`config.mk`:
```
export PLATFORM = sky130hd
export DESIGN_NAME = median_filter_1d_shrinking_edges_flat
export DESIGN_NICKNAME = d
export VERILOG_FILES = /design/src/hdl/med1d_pkg.sv /design/src/hdl/med1d_sample_if.sv /design/src/hdl/med1d_result_if.sv /design/src/hdl/med1d_cfg_if.sv /design/src/hdl/median_filter_1d_shrinking_edges.sv /design/src/hdl/med1d_ram.sv /design/src/flat_wrapper.sv
export SDC_FILE = /design/constraint.sdc
export NUM_CORES = 1
export LEC_CHECK = 0
export ABC_AREA = 1
export CORE_UTILIZATION = 41
export DETAILED_ROUTE_END_ITERATION = 8
export DONT_BUFFER_PORTS = 1
export GPL_ROUTABILITY_DRIVEN = 0
export REMOVE_ABC_BUFFERS = 1
export SLEW_MARGIN = 20
export SYNTH_ARGS = -nofsm -noshare
export SYNTH_HDL_FRONTEND = slang
export SYNTH_HIERARCHICAL = 1
export SYNTH_SLANG_ARGS = --single-unit
```
`constraint.sdc`:
```
create_clock -name clk_i -period 9.1 [get_ports clk_i]
set_input_delay 1.365 -clock clk_i [delete_from_list [all_inputs] [get_ports clk_i]]
set_output_delay 1.365 -clock clk_i [all_outputs]
set_load 0.05 [all_outputs]
```
`src/hdl/med1d_pkg.sv`:
```
`default_nettype none

package med1d_pkg;

  // width of the half_width register word
  localparam int CFG_BITS = 3;

  // reset value of half_width
  localparam logic [CFG_BITS-1:0] HALF_RESET = 3'd1;

  typedef enum logic [5:0] {
    S_IDLE  = 6'b000001,
    S_PLAN  = 6'b000010,
    S_CAND  = 6'b000100,
    S_LOADC = 6'b001000,
    S_SCAN  = 6'b010000,
    S_OUT   = 6'b100000
  } med_state_e;

endpackage

`default_nettype wire

```
`src/hdl/med1d_sample_if.sv`:
```
`default_nettype none

interface med1d_sample_if #(
  parameter int SAMPLE_BITS = 16
);
  logic                          valid;
  logic                          ready;
  logic signed [SAMPLE_BITS-1:0] sample;
  logic                          last_sample;

  modport source (output valid, output sample, output last_sample, input ready);
  modport sink   (input valid, input sample, input last_sample, output ready);
endinterface

`default_nettype wire

```
`src/hdl/med1d_result_if.sv`:
```
`default_nettype none

interface med1d_result_if #(
  parameter int SAMPLE_BITS = 16
);
  logic                          valid;
  logic                          ready;
  logic signed [SAMPLE_BITS-1:0] median_value;
  logic                          is_final;
  logic                          too_short;

  modport source (output valid, output median_value, output is_final, output too_short,
                  input ready);
  modport sink   (input valid, input median_value, input is_final, input too_short,
                  output ready);
endinterface

`default_nettype wire

```
`src/hdl/med1d_cfg_if.sv`:
```
`default_nettype none

interface med1d_cfg_if;
  import med1d_pkg::*;

  logic                valid;
  logic                ready;
  logic [CFG_BITS-1:0] half_width;

  modport source (output valid, output half_width, input ready);
  modport sink   (input valid, input half_width, output ready);
endinterface

`default_nettype wire

```
`src/hdl/median_filter_1d_shrinking_edges.sv`:
```
// 1-D median filter with symmetrically shrinking windows at both sequence ends.
//
// Channels: in_i carries one sample word (sample, last_sample); out_o carries
// result words (median_value, is_final, too_short); cfg_i writes half_width,
// always ready, to be written only while the block is idle.
// Samples live in a ring RAM of 2*MAX_HALF+1 words. Each median is found by
// one signed comparator that ranks candidates against the window, one RAM
// word per cycle; at most m candidates are tried for a median over m
// samples, and the result is then held in the output register.
// One sample is processed at a time: in_i is ready only in idle. A sample
// that releases no result leaves the block in idle; otherwise the block returns to
// idle after its last released result is taken.
// A sequence shorter than the window yields one too_short word at its end.
// Results wait in the output register while out_o.ready is low; the sequencer
// holds meanwhile. Reset sets half_width to 1 and starts a new sequence.
`default_nettype none

module median_filter_1d_shrinking_edges #(
  parameter int SAMPLE_BITS = 16,
  parameter int MAX_HALF    = 7
) (
  input  wire logic       clk_i,
  input  wire logic       rst_ni,
  med1d_sample_if.sink    in_i,
  med1d_result_if.source  out_o,
  med1d_cfg_if.sink       cfg_i
);
  import med1d_pkg::*;

  localparam int WIN      = 2 * MAX_HALF + 1;
  localparam int SEEN_SAT = 2 * MAX_HALF + 2;
  localparam int AW       = $clog2(WIN);          // ages, ring addresses
  localparam int NW       = $clog2(SEEN_SAT + 1); // sample count
  localparam int CW       = $clog2(WIN + 1);      // rank counts
  localparam int HW       = $clog2(MAX_HALF + 1);

  med_state_e state_q, state_d;
  logic [CFG_BITS-1:0] half_q, half_d;
  logic [NW-1:0]       seen_q, seen_d;
  logic [AW-1:0]       newest_q, newest_d;

  logic [NW-1:0] n_q, n_d;
  logic [AW-1:0] age_q, age_d, end_q, end_d;
  logic          last_q, last_d;
  logic [AW-1:0] r_q, r_d, lo_q, lo_d;
  logic [CW-1:0] m_q, m_d, i_q, i_d, ri_q, ri_d, less_q, less_d, leq_q, leq_d;
  logic signed [SAMPLE_BITS-1:0] cand_q, cand_d;
  logic signed [SAMPLE_BITS-1:0] res_val_q, res_val_d;
  logic          res_fin_q, res_fin_d, res_short_q, res_short_d, done_q, done_d;

  logic [HW-1:0] h;
  logic [NW-1:0] win_n, seen_n, tail, rmin;
  logic [AW-1:0] newest_n, rd_age, raddr;
  logic [CW-1:0] rd_idx, less_n, leq_n;
  logic [AW:0]   addr_w;
  logic          in_acc, out_acc, lt, eq, found;
  logic signed [SAMPLE_BITS-1:0] rd_data;

  assign in_acc  = in_i.valid && in_i.ready;
  assign out_acc = out_o.valid && out_o.ready;

  assign in_i.ready          = (state_q == S_IDLE);
  assign cfg_i.ready         = 1'b1;
  assign out_o.valid         = (state_q == S_OUT);
  assign out_o.median_value  = res_val_q;
  assign out_o.is_final      = res_fin_q;
  assign out_o.too_short     = res_short_q;

  always_comb begin
    if (32'(half_q) > MAX_HALF) begin
      h = HW'(MAX_HALF);
    end else begin
      h = HW'(half_q);
    end
  end

  assign win_n    = NW'({h, 1'b1});
  assign seen_n   = (seen_q < NW'(SEEN_SAT)) ? seen_q + NW'(1) : NW'(SEEN_SAT);
  assign newest_n = (newest_q == AW'(WIN - 1)) ? '0 : newest_q + AW'(1);

  // ring read address for the sample rd_age steps older than the newest
  always_comb begin
    case (state_q)
      S_LOADC: rd_idx = '0;
      S_SCAN:  rd_idx = ri_q;
      default: rd_idx = i_q;
    endcase
    rd_age = AW'((CW + 1)'(lo_q) + (CW + 1)'(rd_idx));
    if (newest_q >= rd_age) begin
      addr_w = (AW + 1)'(newest_q) - (AW + 1)'(rd_age);
    end else begin
      addr_w = (AW + 1)'(newest_q) + (AW + 1)'(WIN) - (AW + 1)'(rd_age);
    end
    raddr = addr_w[AW-1:0];
  end

  med1d_ram #(
    .WIDTH(SAMPLE_BITS),
    .DEPTH(WIN)
  ) u_ring (
    .clk_i  (clk_i),
    .we_i   (in_acc),
    .waddr_i(newest_n),
    .wdata_i(in_i.sample),
    .raddr_i(raddr),
    .rdata_o(rd_data)
  );

  // the shared comparator
  assign lt     = rd_data < cand_q;
  assign eq     = rd_data == cand_q;
  assign less_n = less_q + CW'(lt);
  assign leq_n  = leq_q + CW'(lt || eq);
  assign found  = (less_n <= CW'(r_q)) && (CW'(r_q) < leq_n);

  // window radius for the position at age_q
  always_comb begin
    tail = n_q - NW'(1) - NW'(age_q);
    rmin = NW'(h);
    if (NW'(age_q) < rmin) begin
      rmin = NW'(age_q);
    end
    if (tail < rmin) begin
      rmin = tail;
    end
  end

  always_comb begin
    state_d     = state_q;
    half_d      = half_q;
    seen_d      = seen_q;
    newest_d    = newest_q;
    n_d         = n_q;
    age_d       = age_q;
    end_d       = end_q;
    last_d      = last_q;
    r_d         = r_q;
    lo_d        = lo_q;
    m_d         = m_q;
    i_d         = i_q;
    ri_d        = ri_q;
    less_d      = less_q;
    leq_d       = leq_q;
    cand_d      = cand_q;
    res_val_d   = res_val_q;
    res_fin_d   = res_fin_q;
    res_short_d = res_short_q;
    done_d      = done_q;

    if (cfg_i.valid) begin
      half_d = cfg_i.half_width;
    end

    case (state_q)
      S_IDLE: begin
        if (in_acc) begin
          newest_d = newest_n;
          n_d      = seen_n;
          seen_d   = in_i.last_sample ? '0 : seen_n;
          last_d   = in_i.last_sample;
          if (seen_n < win_n) begin
            if (in_i.last_sample) begin
              res_val_d   = '0;
              res_fin_d   = 1'b1;
              res_short_d = 1'b1;
              done_d      = 1'b1;
              state_d     = S_OUT;
            end
          end else begin
            // the word that fills the window releases the leading edge too
            age_d   = (seen_n == win_n) ? AW'({h, 1'b0}) : AW'(h);
            end_d   = in_i.last_sample ? '0 : AW'(h);
            state_d = S_PLAN;
          end
        end
      end
      S_PLAN: begin
        r_d     = AW'(rmin);
        lo_d    = age_q - AW'(rmin);
        m_d     = CW'({AW'(rmin), 1'b1});
        i_d     = '0;
        state_d = S_CAND;
      end
      S_CAND: begin
        state_d = S_LOADC;
      end
      S_LOADC: begin
        cand_d  = rd_data;
        ri_d    = CW'(1);
        less_d  = '0;
        leq_d   = '0;
        state_d = S_SCAN;
      end
      S_SCAN: begin
        if (ri_q < m_q) begin
          ri_d   = ri_q + CW'(1);
          less_d = less_n;
          leq_d  = leq_n;
        end else if (found) begin
          res_val_d   = cand_q;
          res_fin_d   = last_q && (age_q == '0);
          res_short_d = 1'b0;
          done_d      = (age_q == end_q);
          state_d     = S_OUT;
        end else begin
          i_d     = i_q + CW'(1);
          state_d = S_CAND;
        end
      end
      S_OUT: begin
        if (out_acc) begin
          if (done_q) begin
            state_d = S_IDLE;
          end else begin
            age_d   = age_q - AW'(1);
            state_d = S_PLAN;
          end
        end
      end
      default: begin
        state_d = S_IDLE;
      end
    endcase
  end

  always_ff @(posedge clk_i or negedge rst_ni) begin
    if (!rst_ni) begin
      state_q  <= S_IDLE;
      half_q   <= HALF_RESET;
      seen_q   <= '0;
      newest_q <= '0;
    end else begin
      state_q  <= state_d;
      half_q   <= half_d;
      seen_q   <= seen_d;
      newest_q <= newest_d;
    end
  end

  always_ff @(posedge clk_i) begin
    n_q         <= n_d;
    age_q       <= age_d;
    end_q       <= end_d;
    last_q      <= last_d;
    r_q         <= r_d;
    lo_q        <= lo_d;
    m_q         <= m_d;
    i_q         <= i_d;
    ri_q        <= ri_d;
    less_q      <= less_d;
    leq_q       <= leq_d;
    cand_q      <= cand_d;
    res_val_q   <= res_val_d;
    res_fin_q   <= res_fin_d;
    res_short_q <= res_short_d;
    done_q      <= done_d;
  end

  a_short_word: assert property (@(posedge clk_i) disable iff (!rst_ni)
    out_o.valid && out_o.too_short |-> out_o.is_final && (out_o.median_value == '0))
    else $error("too_short word carries data or is not final");

  a_no_overlap: assert property (@(posedge clk_i) disable iff (!rst_ni)
    !(in_i.ready && out_o.valid))
    else $error("input taken while a result is pending");

  a_scan_bounds: assert property (@(posedge clk_i) disable iff (!rst_ni)
    (state_q == S_SCAN) |-> (ri_q != '0) && (ri_q <= m_q) && (i_q < m_q))
    else $error("rank scan index out of window");

  a_final_done: assert property (@(posedge clk_i) disable iff (!rst_ni)
    out_acc && out_o.is_final |=> (state_q == S_IDLE) && (seen_q == '0))
    else $error("final word did not end the sequence");

  a_age_range: assert property (@(posedge clk_i) disable iff (!rst_ni)
    (state_q == S_PLAN) |-> (age_q >= end_q) && (NW'(age_q) < n_q))
    else $error("output position outside the sequence");

endmodule

`default_nettype wire

```
`src/hdl/med1d_ram.sv`:
```
`default_nettype none

module med1d_ram #(
  parameter int WIDTH = 16,
  parameter int DEPTH = 15
) (
  input  wire logic                     clk_i,
  input  wire logic                     we_i,
  input  wire logic [$clog2(DEPTH)-1:0] waddr_i,
  input  wire logic [WIDTH-1:0]         wdata_i,
  input  wire logic [$clog2(DEPTH)-1:0] raddr_i,
  output      logic [WIDTH-1:0]         rdata_o
);

  logic [WIDTH-1:0] mem_q [DEPTH];

  always_ff @(posedge clk_i) begin
    if (we_i) begin
      mem_q[waddr_i] <= wdata_i;
    end
    rdata_o <= mem_q[raddr_i];
  end

endmodule

`default_nettype wire

```
`src/flat_wrapper.sv`:
```
// flat-port wrapper written by rule: the top's interface ports become plain ports
module median_filter_1d_shrinking_edges_flat import med1d_pkg::*;
#(
  parameter int SAMPLE_BITS = 16,
  parameter int MAX_HALF    = 7
)
  (clk_i, rst_ni, in_i_valid, in_i_sample, in_i_last_sample, in_i_ready, out_o_valid, out_o_median_value, out_o_is_final, out_o_too_short, out_o_ready, cfg_i_valid, cfg_i_half_width, cfg_i_ready);
  med1d_sample_if #(.SAMPLE_BITS(SAMPLE_BITS)) in_i_i ();
  med1d_result_if #(.SAMPLE_BITS(SAMPLE_BITS)) out_o_i ();
  med1d_cfg_if cfg_i_i ();
  input  wire logic clk_i;
  input  wire logic rst_ni;
  input wire logic [$bits(in_i_i.valid)-1:0] in_i_valid;
  input wire logic [$bits(in_i_i.sample)-1:0] in_i_sample;
  input wire logic [$bits(in_i_i.last_sample)-1:0] in_i_last_sample;
  output wire logic [$bits(in_i_i.ready)-1:0] in_i_ready;
  output wire logic [$bits(out_o_i.valid)-1:0] out_o_valid;
  output wire logic [$bits(out_o_i.median_value)-1:0] out_o_median_value;
  output wire logic [$bits(out_o_i.is_final)-1:0] out_o_is_final;
  output wire logic [$bits(out_o_i.too_short)-1:0] out_o_too_short;
  input wire logic [$bits(out_o_i.ready)-1:0] out_o_ready;
  input wire logic [$bits(cfg_i_i.valid)-1:0] cfg_i_valid;
  input wire logic [$bits(cfg_i_i.half_width)-1:0] cfg_i_half_width;
  output wire logic [$bits(cfg_i_i.ready)-1:0] cfg_i_ready;
  assign in_i_i.valid = in_i_valid;
  assign in_i_i.sample = in_i_sample;
  assign in_i_i.last_sample = in_i_last_sample;
  assign in_i_ready = in_i_i.ready;
  assign out_o_valid = out_o_i.valid;
  assign out_o_median_value = out_o_i.median_value;
  assign out_o_is_final = out_o_i.is_final;
  assign out_o_too_short = out_o_i.too_short;
  assign out_o_i.ready = out_o_ready;
  assign cfg_i_i.valid = cfg_i_valid;
  assign cfg_i_i.half_width = cfg_i_half_width;
  assign cfg_i_ready = cfg_i_i.ready;
  median_filter_1d_shrinking_edges #(.SAMPLE_BITS(SAMPLE_BITS), .MAX_HALF(MAX_HALF)) u_core (.clk_i(clk_i), .rst_ni(rst_ni), .in_i(in_i_i), .out_o(out_o_i), .cfg_i(cfg_i_i));
endmodule
```
==> impl_metrics.env, run 1 <==
export IMPL_antenna_found_initial=0
export IMPL_route_met2_wl_um=16400
export IMPL_grt_pass1_wl_um=54600
export IMPL_cts_sinks=346
export IMPL_setup_viol=0
export IMPL_final_util_pct=46.3
export IMPL_start_kind="flip-flop"
export IMPL_period_share_pct=64.4
export IMPL_async_flop_share_pct=5.20
export IMPL_core_sq_mm=0.0378
export IMPL_nFillCells=3474
export IMPL_netlist_instances=1500
export IMPL_ys_flop_type="edfxtp_1"
export IMPL_seqCellArea_sq_mm=0.0101
export IMPL_cpMostUsedCell="nand2_1"
export IMPL_max_freq_mhz=171
export IMPL_worstPathCellList="nor2_1, nand4_1, inv_1, a21oi_1, ha_1, fa_1, inv_1, fa_1, a221oi_1, nand2_1, o21ai_4, buf_4, inv_2, buf_4, nand3_1, nand2_1, nand2_1, nand2_1, nand2_1, nand2_1"
export IMPL_cts_htree_levels=2
export IMPL_clockBufferDepth=3
export IMPL_dr_pass1_iters=5
export IMPL_cts_tree="yes"
export IMPL_synth_seq_cells=346
export IMPL_cts_resized=0
export IMPL_crit_required_ps=9530
export IMPL_multi_input_area_sq_mm=0.00467
export IMPL_yosys_area_top_type="edfxtp_1"
export IMPL_syn_to_final_growth_pct=11.0
export IMPL_syn_area_sq_mm=0.0157
export IMPL_hpwlAfterDp_um=20600
export IMPL_crit_path_max_incr_delay_ps=600
export IMPL_cp_max_fo=62
export IMPL_insertion_delay_ps=550
export IMPL_die_w_um=198
export IMPL_max_cap_violations=0
export IMPL_wl_met3_um=1580
export IMPL_yosysMostFrequentCell="nand2_1"
export IMPL_antenna_left=0
export IMPL_instances_no_fill=2048
export IMPL_io_pins=46
export IMPL_viasPerCell=4.91
export IMPL_grt_util_all_layers_pct=18.4
export IMPL_finClkSkew_ps=18.4
export IMPL_dp_cells=1981
export IMPL_critical_path_arrival_ps=6290
export IMPL_wl_met1_um=15500
export IMPL_crit_type="reg -> reg"
export IMPL_vias=10058
export IMPL_hold_path_class="reg -> reg"
export IMPL_die_area_sq_mm=0.0392
export IMPL_clk_pin_slew_ps=60
export IMPL_drt_iter0_markers=673
export IMPL_ys_warn_count=6
export IMPL_wl_um=34200
export IMPL_synth_area_per_cell_sq_um=10.5
export IMPL_fin_nets=1597
export IMPL_synth_edf_count=312
export IMPL_end_kind="flip-flop"
export IMPL_post_cts_buffers=0
export IMPL_ys_types=47
export IMPL_die_y_um=198
export IMPL_synth_cells_most_frequent="493 x nand2_1, 312 x edfxtp_1, 175 x inv_1"
export IMPL_drive_above_1_share_pct=7.29
export IMPL_cts_inserted_buffers=37
export IMPL_grt_max_degree=113
export IMPL_rows=71
export IMPL_top_layer="met4"
export IMPL_cts_hold_buf=0
export IMPL_cts_root_buf="clkbuf_16"
export IMPL_status="finished clean"
export IMPL_wire_per_inst_um=16.7
export IMPL_port_buffers=0
export IMPL_post_route_min_period_ps=5860
export IMPL_grt_pass1_vias=9956
export IMPL_grt_remaining_overflow=0
export IMPL_finalMaxSlewViolations=0
export IMPL_tightest_slew_ps=989
export IMPL_rsz0062_at_grt="false"
export IMPL_seq_area_frac_synth_pct=64.4
export IMPL_finalHoldViolCount=0
export IMPL_slowest_stage="inv_1"
export IMPL_relSlewSlack_pct=34.0
export IMPL_start_util_pct=41.7
export IMPL_yosys_area_top_type_share_pct=59.5
export IMPL_drc=0
export IMPL_synthTopCellsByArea="edfxtp_1 60%, nand2_1 12%, nand3_1 5.1%"
-- cell type report --
class / instances / area share [%]
sequential: 346 / 58.0
multi-input combinational: 920 / 26.7
clock buffer: 53 / 5.88
inverter: 181 / 3.93
tap: 511 / 3.66
timing repair buffer: 23 / 0.988
clock inverter: 13 / 0.816
antenna: 1 / 0.0143
-- critical path, delay by kind of cell (launching register included) --
| family | cells | cell delay (ps) |
|---|---|---|
| and+or+nand+nor | 9 | 1210 |
| buffers and inverters | 5 | 2170 |
| DFF | 1 | 420 |
| adders and majority gates | 3 | 1240 |
| AOI/OAI and AO/OA | 3 | 640 |
-- registers in the layout, indices dropped and copies added, names as in the netlist --
signal / count
u_core/out_o.median_value: 16
u_core/done_q: 1
u_core/r_q: 4
u_core/u_ring/rdata_o: 16
u_core/state_q: 6
u_core/lo_q: 4
u_core/seen_q: 5
u_core/newest_q: 4
u_core/less_q: 4
u_core/out_o.is_final: 1
u_core/ri_q: 4
u_core/n_q: 5
u_core/last_q: 1
u_core/age_q: 4
u_core/end_q: 3
u_core/out_o.too_short: 1
u_core/cand_q: 16
u_core/u_ring/mem_q: 240
u_core/leq_q: 4
u_core/h: 3
u_core/i_q: 4
-- path summary, 6_finish.rpt --
check / cells after the start / slack (ps) / startpoint / to
setup / recovery: 20 / 3240 / u_core/state_q[5] / u_core/u_ring/rdata_o[7]
hold / removal: 0 / 480 / u_core/u_ring/rdata_o[7] / u_core/cand_q[7]
setup reg to reg: 20 / 3240 / u_core/state_q[5] / u_core/u_ring/rdata_o[7]
hold reg to reg: 0 / 480 / u_core/u_ring/rdata_o[7] / u_core/cand_q[7]
max in group asynchronous: 0 / 8410 / rst_ni / u_core/state_q[0]
min in group asynchronous: 0 / 510 / rst_ni / u_core/seen_q[3]
-- layout by cell type (no fill, tap or decap), types with 3 or more instances in the layout --
master	Yosys	routed
nor2_2	3	19
xor2_1	15	14
a21oi_1	26	26
fa_1	5	5
xnor2_1	8	8
clkinv_2	0	4
dfxtp_1	16	16
buf_4	6	23
nand2_2	4	4
dfrtp_1	16	16
a21o_1	3	3
nand2_1	493	493
edfxtp_1	312	312
clkbuf_1	10	13
inv_2	3	3
ha_1	58	58
clkinv_1	1	4
o21ai_0	32	30
nand3_1	161	161
clkbuf_16	0	38
nand4_1	9	9
inv_1	175	175
nor2_1	77	61
-- metrics by stage --
stage          hold slack (ps)  instance area (sq um)  setup TNS, ps  setup slack (ps)
2_1_floorplan              408                  15400          -1430             -93.1
3_3_place_gp               461                  16300              0              3330
3_5_place_dp               478                  16300              0              3250
4_1_cts                    482                  17500              0              3200
5_1_grt                    482                  17500              0              2730
6_report                   479                  17500              0              3240
-- metal layers --
layer	vias to the layer above	global-route usage [%]
li1	4986	-
met1	4790	24.4
met2	228	30.6
met3	54	3.27
met4	0	5.60
met5	-	0
-- logic make-up after synthesis --
kind of cell | after synthesis | share of synthesized area, %
adder cells (fa/ha/maj) | 63 | 5.25
other | 1 | 0.0238
AO/OA/AOI/OAI | 75 | 2.77
AND/OR/NAND/NOR | 757 | 19.8
flip-flops | 346 | 64.4
XOR/XNOR | 23 | 1.28
buffers and inverters | 235 | 6.41
Power of run 1 is not shown: default switching activity piles up to over one toggle a cycle in this logic, so the estimate is an artifact.
==> run 2: changes to the inputs <==
- clock period: 9.1 -> 5.9 ns (I/O delays scaled with it)
==> run 2 against run 1 <==
Against the previous run: sequential share of layout area shrank 0.31 points; worst setup slack worse by 2500 ps; die area unchanged; core utilization up 0.25 points; wire length rose by 0.25%; cell count increased by 0.49%; global-route usage is 0.11 points lower.
==> impl_metrics.env, run 2 (synthesis results as in run 1) <==
export IMPL_status="finished clean"
export IMPL_grt_util_all_layers_pct=18.3
export IMPL_final_cell_mix="493 x nand2_1, 312 x edfxtp_1, 175 x inv_1"
export IMPL_critical_path_arrival_ps=5590
export IMPL_hpwlAfterDp_um=20500
export IMPL_tightest_slew_ps=1140
export IMPL_seqCellArea_sq_mm=0.0101
export IMPL_viasPerCell=4.91
export IMPL_die_y_um=198
export IMPL_finClkSkew_ps=24.0
export IMPL_max_freq_mhz=194
export IMPL_wl_um=34300
export IMPL_cts_hold_buf=1
export IMPL_setup_viol=0
export IMPL_cts_root_buf="clkbuf_16"
export IMPL_rsz0062_at_grt="false"
export IMPL_start_util_pct=41.7
export IMPL_relSlewSlack_pct=24.2
export IMPL_hold_path_class="in -> async"
export IMPL_cp_max_fo=55
export IMPL_final_common_cell="nand2_1"
export IMPL_port_buffers=0
export IMPL_die_area_sq_mm=0.0392
export IMPL_nFillCells=3442
export IMPL_insertion_delay_ps=570
export IMPL_clockBufferDepth=3
export IMPL_period_share_pct=87.3
export IMPL_multi_input_area_sq_mm=0.00467
export IMPL_grt_remaining_overflow=0
export IMPL_cts_resized=0
export IMPL_largest_reg_flops=240
export IMPL_cts_htree_levels=2
export IMPL_rows=71
export IMPL_start_kind="flip-flop"
export IMPL_end_kind="flip-flop"
export IMPL_grt_max_degree=113
export IMPL_finalHoldViolCount=0
export IMPL_io_pins=46
export IMPL_finalMaxSlewViolations=0
export IMPL_fin_nets=1606
export IMPL_r2r_slack_ps=750
export IMPL_drc=0
export IMPL_clk_pin_slew_ps=60
export IMPL_syn_to_final_growth_pct=11.7
export IMPL_antenna_cells=0
export IMPL_dr_pass1_iters=5
export IMPL_drive_above_1_share_pct=7.43
export IMPL_crit_required_ps=6340
export IMPL_cts_tree="yes"
export IMPL_reg2reg_depth=25
export IMPL_die_w_um=198
export IMPL_post_route_min_period_ps=5150
export IMPL_core_sq_mm=0.0378
export IMPL_crit_type="reg -> reg"
export IMPL_antenna_found_initial=0
export IMPL_regMostFlops="u_core/u_ring/mem_q"
export IMPL_fin_setup_tns_ps=0
export IMPL_cts_inserted_buffers=38
export IMPL_drt_iter0_markers=496
export IMPL_grt_pass1_wl_um=54300
export IMPL_wire_per_inst_um=16.7
export IMPL_max_cap_violations=0
export IMPL_grt_pass1_vias=9846
export IMPL_antenna_left=0
export IMPL_post_cts_buffers=0
export IMPL_cts_sinks=346
export IMPL_vias=10111
run 2: cell types whose count changed in the layout (fill, tap and decap cells not counted), sizes merged:
cell,change
buf,+5
clkbuf,+1
clkinv,+5
clkinvlp,-2
diode,-1
dlygate4sd3,+3
inv,-1
run 2: path summary, 6_finish.rpt:
check,endpoint,start
hold / removal,u_core/state_q[4],rst_ni
setup reg to reg,u_core/u_ring/rdata_o[9],u_core/state_q[3]
max in group asynchronous,u_core/h[2],rst_ni
setup / recovery,u_core/u_ring/rdata_o[9],u_core/state_q[3]
hold reg to reg,u_core/cand_q[7],u_core/u_ring/rdata_o[7]
min in group clk_i,u_core/u_ring/mem_q[11][0],in_i_sample[0]
run 2: cell type report:
type                            instances  share of cell area (%)
Sequential cell                       346                    57.7
Multi-Input combinational cell        920                    26.5
Inverter                              181                    3.89
Timing Repair Buffer                   31                    1.44
Clock buffer                           54                    5.81
Tap cell                              511                    3.64
Clock inverter                         15                   0.961
run 2: critical path, cell delays in order (launching register included):
cell      delay (ps)
dfrtp_1          390
nor2_2           170
nand2_2           90
nor3_4           380
inv_4            250
nand2_2          120
inv_2             50
a22o_1           180
ha_1             330
a21oi_1          160
nand2_1           70
xnor2_1          200
xor2_1           170
ha_1             300
nand2_1           80
inv_1             50
a221oi_1         320
nand2_1          320
xor2_4           260
inv_4             80
buf_4            500
nand2_1          120
nand3_1          110
nand3_1          100
nand3_1          120
nand2_1           90
run 2: per-stage QoR:
stage | setup slack (ps) | std cells | hold WS [ps] | cell area, sq um | util, %
3_3_place_gp | 931 | 1986 | 430 | 16400 | 43.3
4_1_cts | 717 | 2056 | 0.900 | 17600 | 46.5
2_1_floorplan | -3290 | 1447 | 408 | 15400 | -
3_5_place_dp | 739 | 1986 | 439 | 16400 | 43.3
5_1_grt | 254 | 2058 | 0.0419 | 17600 | 46.5
6_report | 748 | 2058 | 28.9 | 17600 | 46.5
run 2: metal layers:
metal | up-vias | GRT usage, % | part of all wire (%)
met5 | - | 0 | 0
met4 | 0 | 5.34 | 2.5
met3 | 61 | 4.00 | 5.1
met2 | 206 | 30.7 | 47
met1 | 4845 | 23.6 | 45
li1 | 4999 | - | -
Power of run 2 is left out for the same reason.
==> run 3: changes to the inputs <==
- SYNTH_HIERARCHICAL: 1 -> unset
==> run 3 against run 2 <==
Against the previous run: wire length is 15% higher; die area is 4.8% higher; sequential share of layout area down 2.8 points; worst hold slack improved by 130 ps; critical path depth unchanged; count of clock-buffer cells in the layout fell by 5; synthesized area increased by 4.9%; first-iteration DRC count is 54% higher; core utilization decreased by 0.065 points; maximum frequency is 3.8% higher; non-clock buffer count increased by 4; largest cell class unchanged; register-to-register slack better by 190 ps.
==> impl_metrics.env, run 3 <==
export IMPL_grt_pass1_wl_um=62400
export IMPL_viasPerCell=4.99
export IMPL_io_pins=46
export IMPL_synth_edf_count=312
export IMPL_drt_iter0_markers=762
export IMPL_setup_viol=0
export IMPL_insertion_delay_ps=570
export IMPL_wl_met3_um=2460
export IMPL_hpwlAfterDp_um=23500
export IMPL_ys_warn_count=0
export IMPL_largest_reg_flops=240
export IMPL_final_cell_mix="380 x nand2_1, 326 x inv_1, 312 x edfxtp_1"
export IMPL_die_w_um=203
export IMPL_grt_remaining_overflow=0
export IMPL_synth_seq_cells=346
export IMPL_grt_util_all_layers_pct=19.9
export IMPL_yosysMostFrequentCell="nand2_1"
export IMPL_rsz0062_at_grt="false"
export IMPL_syn_to_final_growth_pct=11.9
export IMPL_cts_inserted_buffers=39
export IMPL_finalHoldViolCount=0
export IMPL_reg2reg_depth=25
export IMPL_timing_rr_end="u_core.u_ring.rdata_o[13]"
export IMPL_finClkSkew_ps=24.6
export IMPL_die_y_um=203
export IMPL_start_util_pct=41.6
export IMPL_period_share_pct=84.2
export IMPL_die_area_sq_mm=0.0411
export IMPL_drc=0
export IMPL_wl_um=39500
export IMPL_antenna_found_initial=2
export IMPL_grt_pass1_vias=11043
export IMPL_async_flop_share_pct=5.20
export IMPL_cts_htree_levels=2
export IMPL_fin_nets=1780
export IMPL_cts_root_buf="clkbuf_16"
export IMPL_crit_required_ps=6390
export IMPL_yosys_area_top_type="edfxtp_1"
export IMPL_start_kind="flip-flop"
export IMPL_final_common_cell="nand2_1"
export IMPL_relSlewSlack_pct=23.1
export IMPL_end_kind="flip-flop"
export IMPL_regMostFlops="u_core.u_ring.mem_q"
export IMPL_crit_type="reg -> reg"
export IMPL_cp_max_fo=38
export IMPL_core_sq_mm=0.0397
export IMPL_post_cts_buffers=0
export IMPL_tightest_slew_ps=1150
export IMPL_hold_path_class="in -> async"
export IMPL_synthTopCellsByArea="edfxtp_1 57%, nand3_1 9.2%, nand2_1 8.7%"
export IMPL_drive_above_1_share_pct=6.74
export IMPL_wl_met1_um=17500
export IMPL_vias=11228
export IMPL_r2r_start="u_core.state_q[0]"
export IMPL_antenna_left=0
export IMPL_netlist_instances=1681
export IMPL_grt_max_degree=97
export IMPL_synth_area_per_cell_sq_um=9.82
export IMPL_max_cap_violations=0
export IMPL_crit_path_end="u_core.u_ring.rdata_o[13]"
export IMPL_post_route_min_period_ps=4970
export IMPL_yosys_area_top_type_share_pct=56.7
export IMPL_cts_sinks=346
export IMPL_synth_cells_most_frequent="382 x nand2_1, 326 x inv_1, 312 x edfxtp_1"
export IMPL_finalMaxSlewViolations=0
export IMPL_critical_path_arrival_ps=5450
export IMPL_instances_no_fill=2248
export IMPL_rows=73
export IMPL_top_layer="met5"
export IMPL_clockBufferDepth=3
export IMPL_startpoint="u_core.state_q[0]"
export IMPL_ys_flop_type="edfxtp_1"
export IMPL_seq_area_frac_synth_pct=61.4
export IMPL_wire_per_inst_um=17.6
export IMPL_dr_pass1_iters=5
export IMPL_port_buffers=0
export IMPL_clk_pin_slew_ps=60
export IMPL_dp_cells=2175
export IMPL_cts_tree="yes"
export IMPL_status="finished clean"
export IMPL_r2r_slack_ps=930
export IMPL_route_met2_wl_um=18700
export IMPL_ys_types=40
export IMPL_syn_area_sq_mm=0.0165
export IMPL_max_freq_mhz=201
-- run 3: worst min path at each step --
stage,cells after the start,startpoint,to
finish,0,rst_ni,u_core.h[0]
global route,0,rst_ni,u_core.h[0]
CTS,0,rst_ni,u_core.h[0]
detailed placement,0,u_core.u_ring.rdata_o[5],u_core.cand_q[5]
global placement,0,u_core.u_ring.rdata_o[5],u_core.cand_q[5]
floorplan,0,u_core.u_ring.rdata_o[0],u_core.cand_q[0]
-- run 3: area by class of cell --
class / instances / area (sq um)
antenna: 1 / 2.50
clock inverter: 22 / 216
clock buffer: 49 / 1030
inverter: 328 / 1230
multi-input combinational: 942 / 4890
tap: 525 / 657
sequential: 346 / 10100
timing repair buffer: 35 / 290
fill: 3711 / 21300
-- run 3: kinds of logic after synthesis --
logic type | count (synthesis) | synth area share (%)
other | 1 | 0.0227
xor gates and xnor gates | 22 | 1.17
buffers and inverters | 394 | 9.40
and+or+nand+nor | 776 | 20.3
AOI/OAI and AO/OA | 79 | 2.71
adders and majority gates | 63 | 5.00
DFF | 346 | 61.4
-- run 3: routing by layer --
metal,GRT usage [%],up-vias
li1,-,5516
met1,26.0,5358
met2,33.0,283
met3,4.56,69
met4,5.77,2
met5,0,-
-- run 3: worst max-delay path, stage by stage (launching register included) --
cell and delay, ps:
dfstp_2 540, inv_1 50, nand2_1 70, nor2_1 60, nand3_1 60, buf_4 350, inv_1 190, a22o_1 280
ha_1 320, a21oi_1 160, nand2_1 80, xnor2_1 170, xor2_1 200, ha_1 290, a21oi_2 320, nand2_4 170
nand2_4 290, nand2_2 290, buf_4 390, nand2_1 140, nand3_1 70, nand2_1 90, nand2_1 50, nand2_1 80
nand2_1 50, nand2_1 100
-- run 3: per-stage QoR --
stage	worst slack [ps]	util, %	hold slack, ps	setup TNS (ps)	cell area, sq um
finish	935	46.5	163	0	18500
global route	503	46.5	135	0	18500
CTS	931	46.5	127	0	18500
detailed placement	974	43.3	434	0	17200
global placement	1080	43.3	434	0	17200
floorplan	-110	-	408	-1760	16200
-- run 3: repair_timing --
item | CTS | global route
gates resized for setup | 0 | 0
endpoints found under the hold margin | 16 | 0
hold buffers | 1 | 0
Power of run 3 is left out for the same reason.
